## config.mk

```make
export PLATFORM = sky130hd
export DESIGN_NAME = json_string_unescaper_utf8
export DESIGN_NICKNAME = d
export VERILOG_FILES = /design/src/hw/rtl/jsu_pkg.sv /design/src/hw/rtl/jsu_front.sv /design/src/hw/rtl/jsu_queue.sv /design/src/hw/rtl/jsu_back.sv /design/src/hw/rtl/json_string_unescaper_utf8.sv
export SDC_FILE = /design/constraint.sdc
export NUM_CORES = 1
export LEC_CHECK = 0
export CELL_PAD_IN_SITES_DETAIL_PLACEMENT = 1
export CELL_PAD_IN_SITES_GLOBAL_PLACEMENT = 1
export CORE_MARGIN = 3
export CORE_UTILIZATION = 41
export DETAILED_ROUTE_END_ITERATION = 8
export DONT_BUFFER_PORTS = 1
export PLACE_DENSITY = 0.69
export SLEW_MARGIN = 20
export SYNTH_ARGS = -nofsm -noshare
export SYNTH_HDL_FRONTEND = slang
export SYNTH_SLANG_ARGS = --single-unit
```

## constraint.sdc

```tcl
create_clock -name clk -period 13.7 [get_ports clk]
set_clock_uncertainty 0.1 [all_clocks]
set_input_delay 0.685 -clock clk [delete_from_list [all_inputs] [get_ports clk]]
set_output_delay 0.685 -clock clk [all_outputs]
set_load 0.05 [all_outputs]
```

## src/hw/rtl/jsu_pkg.sv

```systemverilog
// ----------------------------------------------------------------------------
// jsu_pkg
// Shared types, character codes and status codes for the JSON string
// unescaper.
// ----------------------------------------------------------------------------
package jsu_pkg;

	// parser mode
	typedef enum logic [1:0] {
		MODE_IDLE = 2'd0,
		MODE_STR  = 2'd1,
		MODE_ESC  = 2'd2,
		MODE_HEX  = 2'd3
	} mode_t;

	// result status codes
	localparam logic [2:0] ST_DATA     = 3'd0;
	localparam logic [2:0] ST_DONE     = 3'd1;
	localparam logic [2:0] ST_BADSTART = 3'd2;
	localparam logic [2:0] ST_BADHEX   = 3'd3;
	localparam logic [2:0] ST_UNTERM   = 3'd4;

	// characters of interest
	localparam logic [7:0] CH_QUOTE  = 8'h22;
	localparam logic [7:0] CH_BSLASH = 8'h5c;
	localparam logic [7:0] CH_B      = 8'h62;
	localparam logic [7:0] CH_F      = 8'h66;
	localparam logic [7:0] CH_N      = 8'h6e;
	localparam logic [7:0] CH_R      = 8'h72;
	localparam logic [7:0] CH_T      = 8'h74;
	localparam logic [7:0] CH_U      = 8'h75;

	// queue between front and back
	localparam int QDEPTH = 4;
	localparam int QAW    = $clog2(QDEPTH);

	// all results caused by one input byte
	typedef struct packed {
		logic [2:0][7:0] data;       // decoded bytes, data[0] first
		logic [1:0]      nbytes;     // number of valid bytes, 0 to 3
		logic            has_status; // one status result after the bytes
		logic [2:0]      status;
	} bundle_t;

	// hex digit decode: {valid, value}
	function automatic logic [4:0] hex_digit(input logic [7:0] c);
		logic [4:0] r;
		r = 5'd0;
		if (c >= 8'h30 && c <= 8'h39) begin
			r = {1'b1, c[3:0]};
		end else if ((c >= 8'h61 && c <= 8'h66) || (c >= 8'h41 && c <= 8'h46)) begin
			r = {1'b1, c[3:0] + 4'd9};
		end
		return r;
	endfunction

endpackage

```

## src/hw/rtl/jsu_front.sv

```systemverilog
// ----------------------------------------------------------------------------
// jsu_front
// Accepts raw bytes, tracks the string parser state and turns each byte into
// a bundle of up to three decoded bytes and one status.
// ----------------------------------------------------------------------------
module jsu_front (
	input  logic            clk,
	input  logic            arst_n,
	input  logic            in_valid,
	output logic            in_ready,
	input  logic [7:0]      in_byte,
	input  logic            start_flag,
	input  logic            final_flag,
	input  logic            q_full,
	output logic            push,
	output jsu_pkg::bundle_t bundle
);
	import jsu_pkg::*;

	mode_t       mode_q, mode_mid, mode_d;
	logic [1:0]  hex_q, hex_mid, hex_d;
	logic [15:0] acc_q, acc_mid, acc_d, acc_new;
	logic [4:0]  dig;
	logic        accept;

	assign in_ready = ~q_full;
	assign accept   = in_valid & in_ready;
	assign dig      = hex_digit(in_byte);
	assign acc_new  = {acc_q[11:0], dig[3:0]};

	// next state: byte step, then end-of-input check
	always_comb begin
		mode_mid = mode_q;
		hex_mid  = hex_q;
		acc_mid  = acc_q;
		if (start_flag) begin
			hex_mid  = 2'd0;
			acc_mid  = 16'd0;
			mode_mid = (in_byte == CH_QUOTE) ? MODE_STR : MODE_IDLE;
		end else begin
			unique case (mode_q)
				MODE_STR: begin
					if (in_byte == CH_QUOTE) begin
						mode_mid = MODE_IDLE;
					end else if (in_byte == CH_BSLASH) begin
						mode_mid = MODE_ESC;
					end
				end
				MODE_ESC: begin
					mode_mid = MODE_STR;
					if (in_byte == CH_U) begin
						mode_mid = MODE_HEX;
						hex_mid  = 2'd0;
						acc_mid  = 16'd0;
					end
				end
				MODE_HEX: begin
					if (!dig[4]) begin
						mode_mid = MODE_IDLE;
						hex_mid  = 2'd0;
					end else begin
						acc_mid = acc_new;
						hex_mid = hex_q + 2'd1;
						if (hex_q == 2'd3) begin
							mode_mid = MODE_STR;
						end
					end
				end
				default: begin
				end
			endcase
		end
		mode_d = mode_mid;
		hex_d  = hex_mid;
		acc_d  = acc_mid;
		if (final_flag && mode_mid != MODE_IDLE) begin
			mode_d = MODE_IDLE;
			hex_d  = 2'd0;
		end
	end

	// outputs: results caused by this byte
	always_comb begin
		bundle = '0;
		if (start_flag) begin
			if (in_byte != CH_QUOTE) begin
				bundle.has_status = 1'b1;
				bundle.status     = ST_BADSTART;
			end
		end else begin
			unique case (mode_q)
				MODE_STR: begin
					if (in_byte == CH_QUOTE) begin
						bundle.has_status = 1'b1;
						bundle.status     = ST_DONE;
					end else if (in_byte != CH_BSLASH) begin
						bundle.nbytes  = 2'd1;
						bundle.data[0] = in_byte;
					end
				end
				MODE_ESC: begin
					bundle.nbytes = 2'd1;
					unique case (in_byte)
						CH_B:    bundle.data[0] = 8'h08;
						CH_F:    bundle.data[0] = 8'h0c;
						CH_N:    bundle.data[0] = 8'h0a;
						CH_R:    bundle.data[0] = 8'h0d;
						CH_T:    bundle.data[0] = 8'h09;
						CH_U:    bundle.nbytes  = 2'd0;
						default: bundle.data[0] = in_byte;
					endcase
				end
				MODE_HEX: begin
					if (!dig[4]) begin
						bundle.has_status = 1'b1;
						bundle.status     = ST_BADHEX;
					end else if (hex_q == 2'd3) begin
						// utf-8 encode of the completed code unit
						if (acc_new <= 16'h007f) begin
							bundle.nbytes  = 2'd1;
							bundle.data[0] = acc_new[7:0];
						end else if (acc_new <= 16'h07ff) begin
							bundle.nbytes  = 2'd2;
							bundle.data[0] = {3'b110, acc_new[10:6]};
							bundle.data[1] = {2'b10, acc_new[5:0]};
						end else begin
							bundle.nbytes  = 2'd3;
							bundle.data[0] = {4'b1110, acc_new[15:12]};
							bundle.data[1] = {2'b10, acc_new[11:6]};
							bundle.data[2] = {2'b10, acc_new[5:0]};
						end
					end
				end
				default: begin
				end
			endcase
		end
		// input ended inside the string
		if (final_flag && mode_mid != MODE_IDLE) begin
			bundle.has_status = 1'b1;
			bundle.status     = (mode_mid == MODE_HEX) ? ST_BADHEX : ST_UNTERM;
		end
	end

	assign push = accept & ((bundle.nbytes != 2'd0) | bundle.has_status);

	// parser state
	always_ff @(posedge clk or negedge arst_n) begin
		if (!arst_n) begin
			mode_q <= MODE_IDLE;
			hex_q  <= 2'd0;
			acc_q  <= 16'd0;
		end else if (accept) begin
			mode_q <= mode_d;
			hex_q  <= hex_d;
			acc_q  <= acc_d;
		end
	end

endmodule

```

## src/hw/rtl/jsu_queue.sv

```systemverilog
// ----------------------------------------------------------------------------
// jsu_queue
// Short bundle queue that decouples the parser front from the result back.
// ----------------------------------------------------------------------------
module jsu_queue (
	input  logic             clk,
	input  logic             arst_n,
	input  logic             push,
	input  jsu_pkg::bundle_t wr_data,
	input  logic             pop,
	output jsu_pkg::bundle_t rd_data,
	output logic             full,
	output logic             empty
);
	import jsu_pkg::*;

	bundle_t        mem_q [QDEPTH];
	logic [QAW-1:0] wr_ptr_q, rd_ptr_q;
	logic [QAW:0]   count_q;

	assign full    = (count_q == (QAW+1)'(QDEPTH));
	assign empty   = (count_q == '0);
	assign rd_data = mem_q[rd_ptr_q];

	// storage
	always_ff @(posedge clk) begin
		if (push) begin
			mem_q[wr_ptr_q] <= wr_data;
		end
	end

	// pointers and fill count
	always_ff @(posedge clk or negedge arst_n) begin
		if (!arst_n) begin
			wr_ptr_q <= '0;
			rd_ptr_q <= '0;
			count_q  <= '0;
		end else begin
			if (push) begin
				wr_ptr_q <= wr_ptr_q + 1'b1;
			end
			if (pop) begin
				rd_ptr_q <= rd_ptr_q + 1'b1;
			end
			if (push && !pop) begin
				count_q <= count_q + 1'b1;
			end else if (pop && !push) begin
				count_q <= count_q - 1'b1;
			end
		end
	end

	a_no_push_full: assert property (@(posedge clk) disable iff (!arst_n)
		push |-> !full) else $error("push into full queue");
	a_no_pop_empty: assert property (@(posedge clk) disable iff (!arst_n)
		pop |-> !empty) else $error("pop from empty queue");
	a_count_range: assert property (@(posedge clk) disable iff (!arst_n)
		count_q <= (QAW+1)'(QDEPTH)) else $error("queue count out of range");

endmodule

```

## src/hw/rtl/jsu_back.sv

```systemverilog
// ----------------------------------------------------------------------------
// jsu_back
// Walks the head bundle one result per cycle into the output register while out_ready does not stall it.
// ----------------------------------------------------------------------------
module jsu_back (
	input  logic             clk,
	input  logic             arst_n,
	input  logic             empty,
	input  jsu_pkg::bundle_t head,
	output logic             pop,
	output logic             out_valid,
	input  logic             out_ready,
	output logic [7:0]       out_byte,
	output logic             byte_valid,
	output logic [2:0]       status,
	output logic             last
);
	import jsu_pkg::*;

	logic [1:0] idx_q;
	logic [2:0] total;
	logic       load, is_last, is_byte;
	logic [7:0] sel_byte;
	logic       out_valid_q, byte_valid_q, last_q;
	logic [7:0] out_byte_q;
	logic [2:0] status_q;

	// pick the current result of the head bundle
	assign total   = {1'b0, head.nbytes} + {2'b00, head.has_status};
	assign is_last = (({1'b0, idx_q} + 3'd1) == total);
	assign is_byte = (idx_q < head.nbytes);
	assign load    = ~empty & (~out_valid_q | out_ready);
	assign pop     = load & is_last;

	always_comb begin
		unique case (idx_q)
			2'd0:    sel_byte = head.data[0];
			2'd1:    sel_byte = head.data[1];
			default: sel_byte = head.data[2];
		endcase
	end

	// result index within the head bundle
	always_ff @(posedge clk or negedge arst_n) begin
		if (!arst_n) begin
			idx_q <= 2'd0;
		end else if (load) begin
			idx_q <= is_last ? 2'd0 : idx_q + 2'd1;
		end
	end

	// output register control
	always_ff @(posedge clk or negedge arst_n) begin
		if (!arst_n) begin
			out_valid_q <= 1'b0;
		end else if (load) begin
			out_valid_q <= 1'b1;
		end else if (out_ready) begin
			out_valid_q <= 1'b0;
		end
	end

	// output register payload
	always_ff @(posedge clk) begin
		if (load) begin
			out_byte_q   <= is_byte ? sel_byte : 8'd0;
			byte_valid_q <= is_byte;
			status_q     <= is_byte ? ST_DATA : head.status;
			last_q       <= is_last;
		end
	end

	assign out_valid  = out_valid_q;
	assign out_byte   = out_byte_q;
	assign byte_valid = byte_valid_q;
	assign status     = status_q;
	assign last       = last_q;

	a_idx_in_bundle: assert property (@(posedge clk) disable iff (!arst_n)
		!empty |-> ({1'b0, idx_q} < total)) else $error("result index past bundle");
	a_byte_is_data: assert property (@(posedge clk) disable iff (!arst_n)
		(out_valid_q && byte_valid_q) |-> (status_q == ST_DATA))
		else $error("byte result with non-data status");

endmodule

```

## src/hw/rtl/json_string_unescaper_utf8.sv

```systemverilog
// ----------------------------------------------------------------------------
// json_string_unescaper_utf8
// Decodes one JSON string literal from a byte stream into UTF-8 bytes and
// status results.
// ----------------------------------------------------------------------------
// Takes one input byte per cycle while the bundle queue has room. Each byte
// yields zero to four results (decoded bytes, then at most one status);
// results leave one per cycle through a registered output while out_ready
// does not stall it. A four-entry bundle queue between the parser and the
// output walker absorbs bursts: input stalls only when that queue is full.
// Bytes that give no result (idle bytes, a backslash, hex digits before the
// fourth) never enter the queue. No clearing pass after reset.
module json_string_unescaper_utf8 (
	input  logic       clk,
	input  logic       arst_n,
	input  logic       in_valid,
	output logic       in_ready,
	input  logic [7:0] in_byte,
	input  logic       start_flag,
	input  logic       final_flag,
	output logic       out_valid,
	input  logic       out_ready,
	output logic [7:0] out_byte,
	output logic       byte_valid,
	output logic [2:0] status,
	output logic       last
);
	import jsu_pkg::*;

	bundle_t wr_bundle, head;
	logic    push, pop, q_full, q_empty;

	// parser front
	jsu_front u_front (
		.clk        (clk),
		.arst_n     (arst_n),
		.in_valid   (in_valid),
		.in_ready   (in_ready),
		.in_byte    (in_byte),
		.start_flag (start_flag),
		.final_flag (final_flag),
		.q_full     (q_full),
		.push       (push),
		.bundle     (wr_bundle)
	);

	// bundle queue
	jsu_queue u_queue (
		.clk     (clk),
		.arst_n  (arst_n),
		.push    (push),
		.wr_data (wr_bundle),
		.pop     (pop),
		.rd_data (head),
		.full    (q_full),
		.empty   (q_empty)
	);

	// result back end
	jsu_back u_back (
		.clk        (clk),
		.arst_n     (arst_n),
		.empty      (q_empty),
		.head       (head),
		.pop        (pop),
		.out_valid  (out_valid),
		.out_ready  (out_ready),
		.out_byte   (out_byte),
		.byte_valid (byte_valid),
		.status     (status),
		.last       (last)
	);

endmodule
```

# After elaboration in Yosys (flattened, before gate mapping)
# Memory sizes are Yosys's and may differ from the RTL's.
# Cells that the tools add are included.
dict set report word_totals {
  reg_bits 39
  mem_bits_rw 120
  in_bits 14
  out_inout_bits 15
  elab_cells 128
  memories 1
}
dict set report classes {
  addsub 9
  magnitude_cmp 9
  n_eq_ne 21
  muxes 48
  bitwise_logic 9
  n_reduce_logical 19
}
# memory words width read_ports rd_ports_with_merged_regs wr line
set mem_list {}
lappend mem_list {u_queue.mem_q 4 30 1 0 1 jsu_queue.sv:17} ;# bundle_t mem_q [QDEPTH];
# operator count
set op_table {}
lappend op_table {{2-to-1 mux 26 bit} 3}
lappend op_table {{== test 8 x 7 -> 1 bit (second input constant)} 7}
lappend op_table {{2-to-1 mux 16 bit} 3}
lappend op_table {{one-hot mux 8 bit (6 select lines)} 1}
lappend op_table {{2-to-1 mux 12 bit} 3}
lappend op_table {{2-to-1 mux 10 bit} 3}
lappend op_table {{one-hot mux 10 bit (3 select lines)} 1}
lappend op_table {{2-to-1 mux 2 bit} 12}
lappend op_table {{one-hot mux 12 bit (2 select lines)} 1}
lappend op_table {{2-to-1 mux 4 bit} 5}
lappend op_table {{greater-or-equal comparator 8 x 7 -> 1 bit (second input constant)} 2}
lappend op_table {{less-or-equal comparator 16 x 11 -> 1 bit (second input constant)} 1}
lappend op_table {{less-or-equal comparator 16 x 7 -> 1 bit (second input constant)} 1}
lappend op_table {{less-or-equal comparator 8 x 7 -> 1 bit (second input constant)} 2}
lappend op_table {{one-hot mux 8 bit (2 select lines)} 1}
lappend op_table {{2-to-1 mux 5 bit} 2}
lappend op_table {{2-to-1 mux 3 bit} 3}
lappend op_table {{adder 2 x 1 -> 2 bit (second input constant)} 4}
lappend op_table {{== test 2 bit (second input constant)} 4}
lappend op_table {{== test 8 x 6 -> 1 bit (second input constant)} 1}
lappend op_table {{greater-or-equal comparator 8 x 6 -> 1 bit (second input constant)} 1}
lappend op_table {{less-or-equal comparator 8 x 6 -> 1 bit (second input constant)} 1}
lappend op_table {{2-to-1 mux 8 bit} 1}
lappend op_table {{inequality test 8 x 6 -> 1 bit (second input constant)} 1}
lappend op_table {{29 further kinds} 51}

# Longest topological paths before layout
# Gate-level depths: netlist of the first run.
dict set report depth {
  ltp_word 19
  mapped_depth 14
  ltp_nobuf 14
}

# Cells and area by module
# A second synthesis of the first run with hierarchy kept.
dict set report unflattened {
  cells_unflattened 493
  hier_area_um2 7432.1
}
# module n_inst cells_each area_per_inst_um2
set by_module_without_submodules {}
lappend by_module_without_submodules {jsu_queue 1 191 4763.3}
lappend by_module_without_submodules {jsu_front 1 231 1836.8}
lappend by_module_without_submodules {jsu_back 1 71 832.0}

# Worst setup path after synthesis of the first run
# No wires, ideal clock.
dict set report synth_path {
  kind {register to register}
  startpoint {register u_queue.rd_ptr_q[0]}
  endpoint {register u_queue.count_q[1]}
  setup_time_ns 0.125
  arrival_ns 4.058
  required_time_ns 13.475
  setup_slack_ns 9.417
  path_stages_with_launch 13
  path_buffers 2
  period_less_slack_ns 4.283
  path_cell_list {dfrtp_1 > buf_1 > buf_1 > mux4_2 > ha_1 > ha_1 > xor2_1 > nor3_1 > nand2_1 > ha_1 > inv_1 > fa_1 > mux2_2}
}
dict set report synth_via {
  elab_chain_cells 7
}
# element line
set synth_lines {}
lappend synth_lines {{from (decl)} jsu_queue.sv:18} ;# logic [QAW-1:0] wr_ptr_q, rd_ptr_q;
lappend synth_lines {{from (signal assigned)} jsu_queue.sv:43} ;# rd_ptr_q <= rd_ptr_q + 1'b1;
lappend synth_lines {{memory read (4 x 30 bit) (*)} --}
lappend synth_lines {{adder 2 x 1 -> 3 bit (*)} jsu_back.sv:29} ;# assign total = {1'b0, head.nbytes} + {2'b00, head.has_status};
lappend synth_lines {{== test 3 bit (*)} jsu_back.sv:30} ;# assign is_last = (({1'b0, idx_q} + 3'd1) == total);
lappend synth_lines {{via u_back.is_last} jsu_back.sv:22} ;# logic load, is_last, is_byte;
lappend synth_lines {{AND 1 bit (*)} jsu_back.sv:33} ;# assign pop = load & is_last;
lappend synth_lines {{zero test 1 bit} jsu_queue.sv:45} ;# if (push && !pop) begin
lappend synth_lines {{logical AND 1 bit} jsu_queue.sv:45}
lappend synth_lines {{2-to-1 mux 3 bit or nonzero test 2 bit (tied branches)} --}
lappend synth_lines {{to (signal assigned)} jsu_queue.sv:46} ;# count_q <= count_q + 1'b1;
lappend synth_lines {{to (signal assigned)} jsu_queue.sv:48} ;# count_q <= count_q - 1'b1;
lappend synth_lines {{to (decl)} jsu_queue.sv:19} ;# logic [QAW:0] count_q;
# The timed path passes the listed nets; every way through them passes the cells marked *.
# A chain may end at the register's enable or synchronous reset.

# Worst setup path after layout of the first run
# Ends and elaborated chain as after synthesis.

==> impl_metrics.toml, run 1 <==
[finish]
n_antenna_cell = 0
fin_cells = 715
nNetsFinal = 517
final_area_mm2 = 0.00765
drive_above_1_share_pct = 14.0
syn_to_final_growth_pct = 11.9

[global_routing]
grt_overflow = 0
grt_first_pass_wirelength_um = 24800
grt_max_degree = 31
grt_usage_pct = 18.1
antenna_found_initial = 0
grt_pass1_vias = 4356

[worst_setup_path]
critPathMaxFanout = 30
r2r-end = "u_queue.count_q[1]$_DFFE_PN0P_"
r2r_cells = 10
worstPathRequired_ns = 13.90
endpoint_kind = "flop"
crit_type = "reg2reg"
rrSetupSlack_ns = 9.67
reg2reg_from = "u_queue.rd_ptr_q[0]$_DFFE_PN0P_"
crit_path_start_kind = "flop"
critPathArrivalTime_ns = 4.23

[sta]
hold_viol = 0
worst_hold_slack_ns = 0.273
rsz0062_at_grt = "no"
final.period_utilization_pct = 29.4
timing.fmax_ghz = 0.248
fin_crit_ns = 4.03
relSlewSlack_pct = 32.6
finalSetupViolations = 0
finalMaxSlewViolations = 0
worst_pin_slew_ns = 0.998
fin_setup_tns_ns = 0

[synthesis]
synthesis.area_mm2 = 0.00684
synth-edff-count = 125
yosysWarnings = 0
synth_top_cell_by_area = "edfxtp_1"
syn_area_per_cell_um2 = 14.2
synthCells = 481
synth_cell_types = 56
synthFlopType = "edfxtp_1"
syn_nets = 512
ys_ff_latch = 151
yosysSeqAreaShare_pct = 64.4
async_flop_share_pct = 17.2
synth_top_area_share_pct = 54.9
synth.area.top_cells = "edfxtp_1 (55%), dfrtp_1 (9.5%), mux4_2 (9.2%), nand2_1 (3.3%), ha_1 (2.9%)"

[place]
globalplace.congestion = 0.835
dp.cells = 681
io_buffers = 0
placed_area_mm2 = 0.00705
hpwl_um = 10300

[power_and_ir_drop]
clock_power_share_pct = 28.4
power_switching_share_pct = 32.3
peakVddDrop_v = 0.0000961
intPower_w = 0.00105
p_switching_w = 0.000502
power_density_mw_per_mm2 = 203
seqPwrFrac_pct = 47.5
p_leak_nw = 2.60
total_power_w = 0.00155
combPwrFrac_pct = 24.0

[clock_tree]
clk_pin_slew_ns = 0.06
ctsResizeCount = 0
numCtsBuffers = 17
cts_tree = "yes"
cts_buffer_depth = 2
worstSkewPairLatency_ns = 0.42
htreeDepth = 4
clock_sinks = 151
clockRootBuffer = "clkbuf_16"
postCtsSetupBuffers = 0

[routing]
post-route-drc-count = 0
wl_per_cell_um = 21.5
drtPass1Iterations = 4
wl_um = 15400
drt_iter0_drc = 250
vias_per_cell = 5.63
drtAntennaViolNets = 0
via_count = 4029

[floorplan]
rows = 46
die_y_um = 135
die-area_mm2 = 0.0183
ios = 29
start_util_pct = 42.4
dieWidth_um = 135
core_area_mm2 = 0.0161

[outcome]
outcome = "finished, final reports clean"

[hold_path]
min_from = "start_flag"
min_delay_worst_endpoint = "u_front.acc_q[1]$_DFFE_PN0P_"
hp-class = "in2reg"
min_path_cells = 1

[job]
cap_violations = 0
-- worst max-delay path: stages (launching register included) --
cell     delay, ns
dfrtp_4       0.80
mux4_2        0.60
ha_1          0.22
ha_1          0.30
xor2_1        0.17
nor3_1        0.48
nand2_1       0.21
ha_1          0.27
inv_1         0.07
fa_1          0.40
mux2_2        0.26
-- registers in the layout, summed over array words and instances (netlist names) --
register           cells
u_queue.count_q        3
u_front.hex_q          2
u_back.out_byte        8
u_back.status          3
u_front.acc_q         12
u_back.byte_valid      1
u_front.mode_q         2
u_back.out_valid       1
u_queue.wr_ptr_q       2
u_back.last            1
u_back.idx_q           2
u_queue.rd_ptr_q       2
u_queue.mem_q        112
-- power groups by stage --
stage	Clock [W]	Combinational [W]	Sequential, W
finish	0.000442	0.000374	0.000739
floorplan	0	0.000308	0.000710
CTS	0.000452	0.000382	0.000743
global route	0.000473	0.000415	0.000755
global placement	0	0.000363	0.000745
detailed placement	0	0.000376	0.000752
-- area by class of cell --
| type | count | area (µm²) |
|---|---|---|
| timing repair buffer | 4 | 45.0 |
| multi-input combinational | 293 | 2300 |
| tap | 216 | 270 |
| sequential | 151 | 4410 |
| clock buffer | 30 | 524 |
| inverter | 19 | 71.3 |
| clock inverter | 2 | 37.5 |
| fill | 1615 | 8460 |
-- synth_stat cells (5+ instances only) --
cell / instances
mux4_2: 28
edfxtp_1: 125
xnor2_1: 6
o22ai_1: 5
nor4_1: 5
a21oi_1: 24
dfrtp_1: 26
o21ai_0: 26
and2_1: 5
o21bai_1: 5
buf_1: 6
nand2_1: 60
clkbuf_1: 10
inv_1: 19
nor2_1: 26
nand3_1: 8
nand2b_1: 5
nor3_1: 6
xor2_1: 6
ha_1: 16
a22oi_1: 10
-- layout by cell type, fill, tap and decap left out, types with 8 or more instances in the layout --
| cell type | n |
|---|---|
| nor2_1 | 26 |
| a21oi_1 | 23 |
| dfrtp_1 | 25 |
| nand3_1 | 8 |
| nand2_1 | 60 |
| ha_1 | 16 |
| inv_1 | 19 |
| o21ai_0 | 26 |
| clkbuf_16 | 17 |
| edfxtp_1 | 125 |
| mux4_2 | 28 |
| clkbuf_1 | 8 |
| a22oi_1 | 10 |
-- metal layers --
metal,up-vias,GRT usage [%],routed length [µm]
met4,0,6.72,281
met2,86,29.6,7440
met1,2071,24.0,7130
met3,20,3.83,503
li1,1852,-,-
met5,-,0,0
-- repair_timing --
action	CTS	global route
setup endpoints to repair	0	0
hold endpoints to repair	26	0
hold buffers	2	0
-- cells by family (layout without fill, tap and decap cells) --
group	after synthesis	after routing	share of synthesized area (%)
flops	151	151	64.4
buf+inv	37	55	2.16
xor+xnor	12	12	1.54
fa+ha+maj	17	17	3.22
mux	30	30	9.60
compound gates	99	99	9.77
simple gates	135	135	9.31
-- per-stage QoR --
step / util [%] / setup slack, ns
2_1_floorplan: - / 9.42
3_3_place_gp: 43.8 / 9.47
3_5_place_dp: 43.8 / 9.32
4_1_cts: 47.4 / 9.30
5_1_grt: 47.5 / 9.39
6_report: 47.5 / 9.67
-- worst max path at each step --
stage | from | end | slack, ns
2_1_floorplan | u_queue.rd_ptr_q[0]$_DFFE_PN0P_ | u_queue.count_q[1]$_DFFE_PN0P_ | 9.42
3_3_place_gp | u_queue.rd_ptr_q[0]$_DFFE_PN0P_ | u_queue.count_q[1]$_DFFE_PN0P_ | 9.47
3_5_place_dp | u_queue.rd_ptr_q[0]$_DFFE_PN0P_ | u_queue.count_q[1]$_DFFE_PN0P_ | 9.32
4_1_cts | u_queue.rd_ptr_q[0]$_DFFE_PN0P_ | u_queue.count_q[1]$_DFFE_PN0P_ | 9.30
5_1_grt | u_queue.rd_ptr_q[0]$_DFFE_PN0P_ | u_queue.count_q[1]$_DFFE_PN0P_ | 9.39
6_report | u_queue.rd_ptr_q[0]$_DFFE_PN0P_ | u_queue.count_q[1]$_DFFE_PN0P_ | 9.67
(Power assumes the default switching activity.)
==> inputs of run 2 (changes only) <==
PLACE_DENSITY = 0.71   (was 0.69)
clock period = 3.4 ns   (was 13.7 ns; I/O delays follow)
==> impl_metrics.toml, run 2 (synthesis gave the netlist of run 1 again) <==
[sta]
final.period_utilization_pct = 95.3
relSlewSlack_pct = 44.2
hold_viol = 0
timing.fmax_ghz = 0.309
finalSetupViolations = 0
worst_pin_slew_ns = 0.816
fin_crit_ns = 3.24
finalMaxSlewViolations = 0

[routing]
drtAntennaViolNets = 0
wl_per_cell_um = 22.2
via_count = 4221
post-route-drc-count = 0
drtPass1Iterations = 5
vias_per_cell = 5.70
wl_um = 16400
drt_iter0_drc = 301

[worst_setup_path]
crit_slowest_cell = "dfrtp_1"
critPathMaxFanout = 7
crit_cells = 12
rrSetupSlack_ns = 0.16
path_cells = "mux4_2, ha_1, ha_1, xor2_1, nor3_2, nand2_1, ha_2, inv_1, fa_1, xor2_1, nor2_1, xor2_1"
r2r_cells = 12
worstPathRequired_ns = 3.65
r2r-end = "u_queue.count_q[2]$_DFFE_PN0P_"
cp_top_family = "adder cells"
path_buf_inv = 1
crit_top_cell = "xor2_1"
crit_type = "reg2reg"
critPathMaxStageDelay_ns = 0.59
critPathLaunch = "u_queue.rd_ptr_q[1]$_DFFE_PN0P_"
reg2reg_from = "u_queue.rd_ptr_q[1]$_DFFE_PN0P_"
worstSetupEndpoint = "u_queue.count_q[2]$_DFFE_PN0P_"
endpoint_kind = "flop"
critPathArrivalTime_ns = 3.49
crit_path_start_kind = "flop"

[clock_tree]
worstSkewPairLatency_ns = 0.43
cts_tree = "yes"
clockRootBuffer = "clkbuf_16"
clock_sinks = 151
numCtsBuffers = 17
cts_buffer_depth = 2
clk_pin_slew_ns = 0.06
htreeDepth = 4

[place]
globalplace.congestion = 0.841
hpwl_um = 11000
io_buffers = 0
dp.cells = 700
placed_area_mm2 = 0.00725

[power_and_ir_drop]
power_density_mw_per_mm2 = 813
p_leak_nw = 2.72
peakVddDrop_v = 0.000363

[job]
cap_violations = 0

[finish]
largest_register = "u_queue.mem_q"
final_common_cell = "edfxtp_1"
largest_reg_flops = 112
fin_cells = 740
nNetsFinal = 542
finish.utilization_pct = 49.0
final_area_mm2 = 0.00790
syn_to_final_growth_pct = 15.5
drive_above_1_share_pct = 18.7
layout_common_cells = "edfxtp_1 (125), nand2_1 (60), mux4_2 (28), o21ai_0 (26), nor2_1 (26)"
n_antenna_cell = 0

[floorplan]
dieWidth_um = 135
die_y_um = 135
die-area_mm2 = 0.0183
rows = 46
ios = 29
core_area_mm2 = 0.0161
start_util_pct = 42.4

[global_routing]
grt_usage_pct = 19.3
grt_pass1_vias = 4668
grt_max_degree = 29
grt_overflow = 0
grt_first_pass_wirelength_um = 26300
antenna_found_initial = 0

[hold_path]
min_from = "start_flag"
hp-class = "in2reg"

[outcome]
outcome = "finished, final reports clean"
-- run 2: changes by cell type in the layout (fill, tap and decap cells not counted), sizes merged --
cell | previous run | this run
clkinv | 0 | 5
inv | 19 | 21
dlygate4sd3 | 1 | 6
buf | 3 | 23
clkbuf | 30 | 21
clkinvlp | 1 | 3
-- run 2: report_power, final --
part	internal [W]	switching, W
clock	0.00103	0.000735
combinational	0.000794	0.000961
sequential	0.00244	0.000461
-- run 2: layout make-up --
class | instances | area [µm²]
Tap cell | 216 | 270
Timing Repair Buffer | 29 | 295
Sequential cell | 151 | 4410
Clock inverter | 11 | 103
Fill cell | 1632 | 8220
Multi-Input combinational cell | 293 | 2300
Inverter | 19 | 71.3
Clock buffer | 21 | 450
-- run 2: stage by stage --
stage	total power [W]	setup WS [ns]	setup TNS, ns	hold slack [ns]
floorplan	0.00414	0.0488	0	-0.226
global placement	0.00457	0.118	0	-0.225
detailed placement	0.00468	0.0156	0	-0.225
CTS	0.00648	0.121	0	0.00519
global route	0.00675	-0.00175	-0.00175	0.0291
finish	0.00642	0.160	0	0.0246
-- run 2: worst min-delay path by stage --
| stage | endpoint | slack [ns] | cells past startpoint |
|---|---|---|---|
| after CTS | u_front.acc_q[11]$_DFFE_PN0P_ | 0.005 | 4 |
| final | u_front.acc_q[7]$_DFFE_PN0P_ | 0.02 | 4 |
| after floorplan | u_back.idx_q[0]$_DFFE_PN0P_ | -0.23 | 0 |
| after detailed placement | u_back.idx_q[0]$_DFFE_PN0P_ | -0.22 | 0 |
| after global placement | u_back.idx_q[1]$_DFFE_PN0P_ | -0.22 | 0 |
| after global routing | u_front.acc_q[11]$_DFFE_PN0P_ | 0.03 | 4 |
-- run 2: metal layers --
metal / vias to the layer above / share of wire [%] / GRT usage (%) / wire, µm
li1: 1904 / - / - / -
met1: 2192 / 45 / 25.9 / 7320
met2: 103 / 50 / 31.2 / 8150
met3: 22 / 4.0 / 4.01 / 659
met4: 0 / 1.7 / 7.22 / 275
met5: - / 0 / 0 / 0
-- run 2: repair_timing --
| action | 4_1_cts | 5_1_grt |
|---|---|---|
| endpoints found under the hold margin | 43 | 0 |
| buffers inserted | 0 | 1 |
| hold buffers | 7 | 0 |
| endpoints found under the setup margin | 0 | 1 |
| gates resized for setup | 0 | 1 |
-- run 2: worst min-delay path, cell delays in order --
cell,delay (ns)
nor2_1,0.03
buf_4,0.17
nand2_1,0.07
o21ai_0,0.06
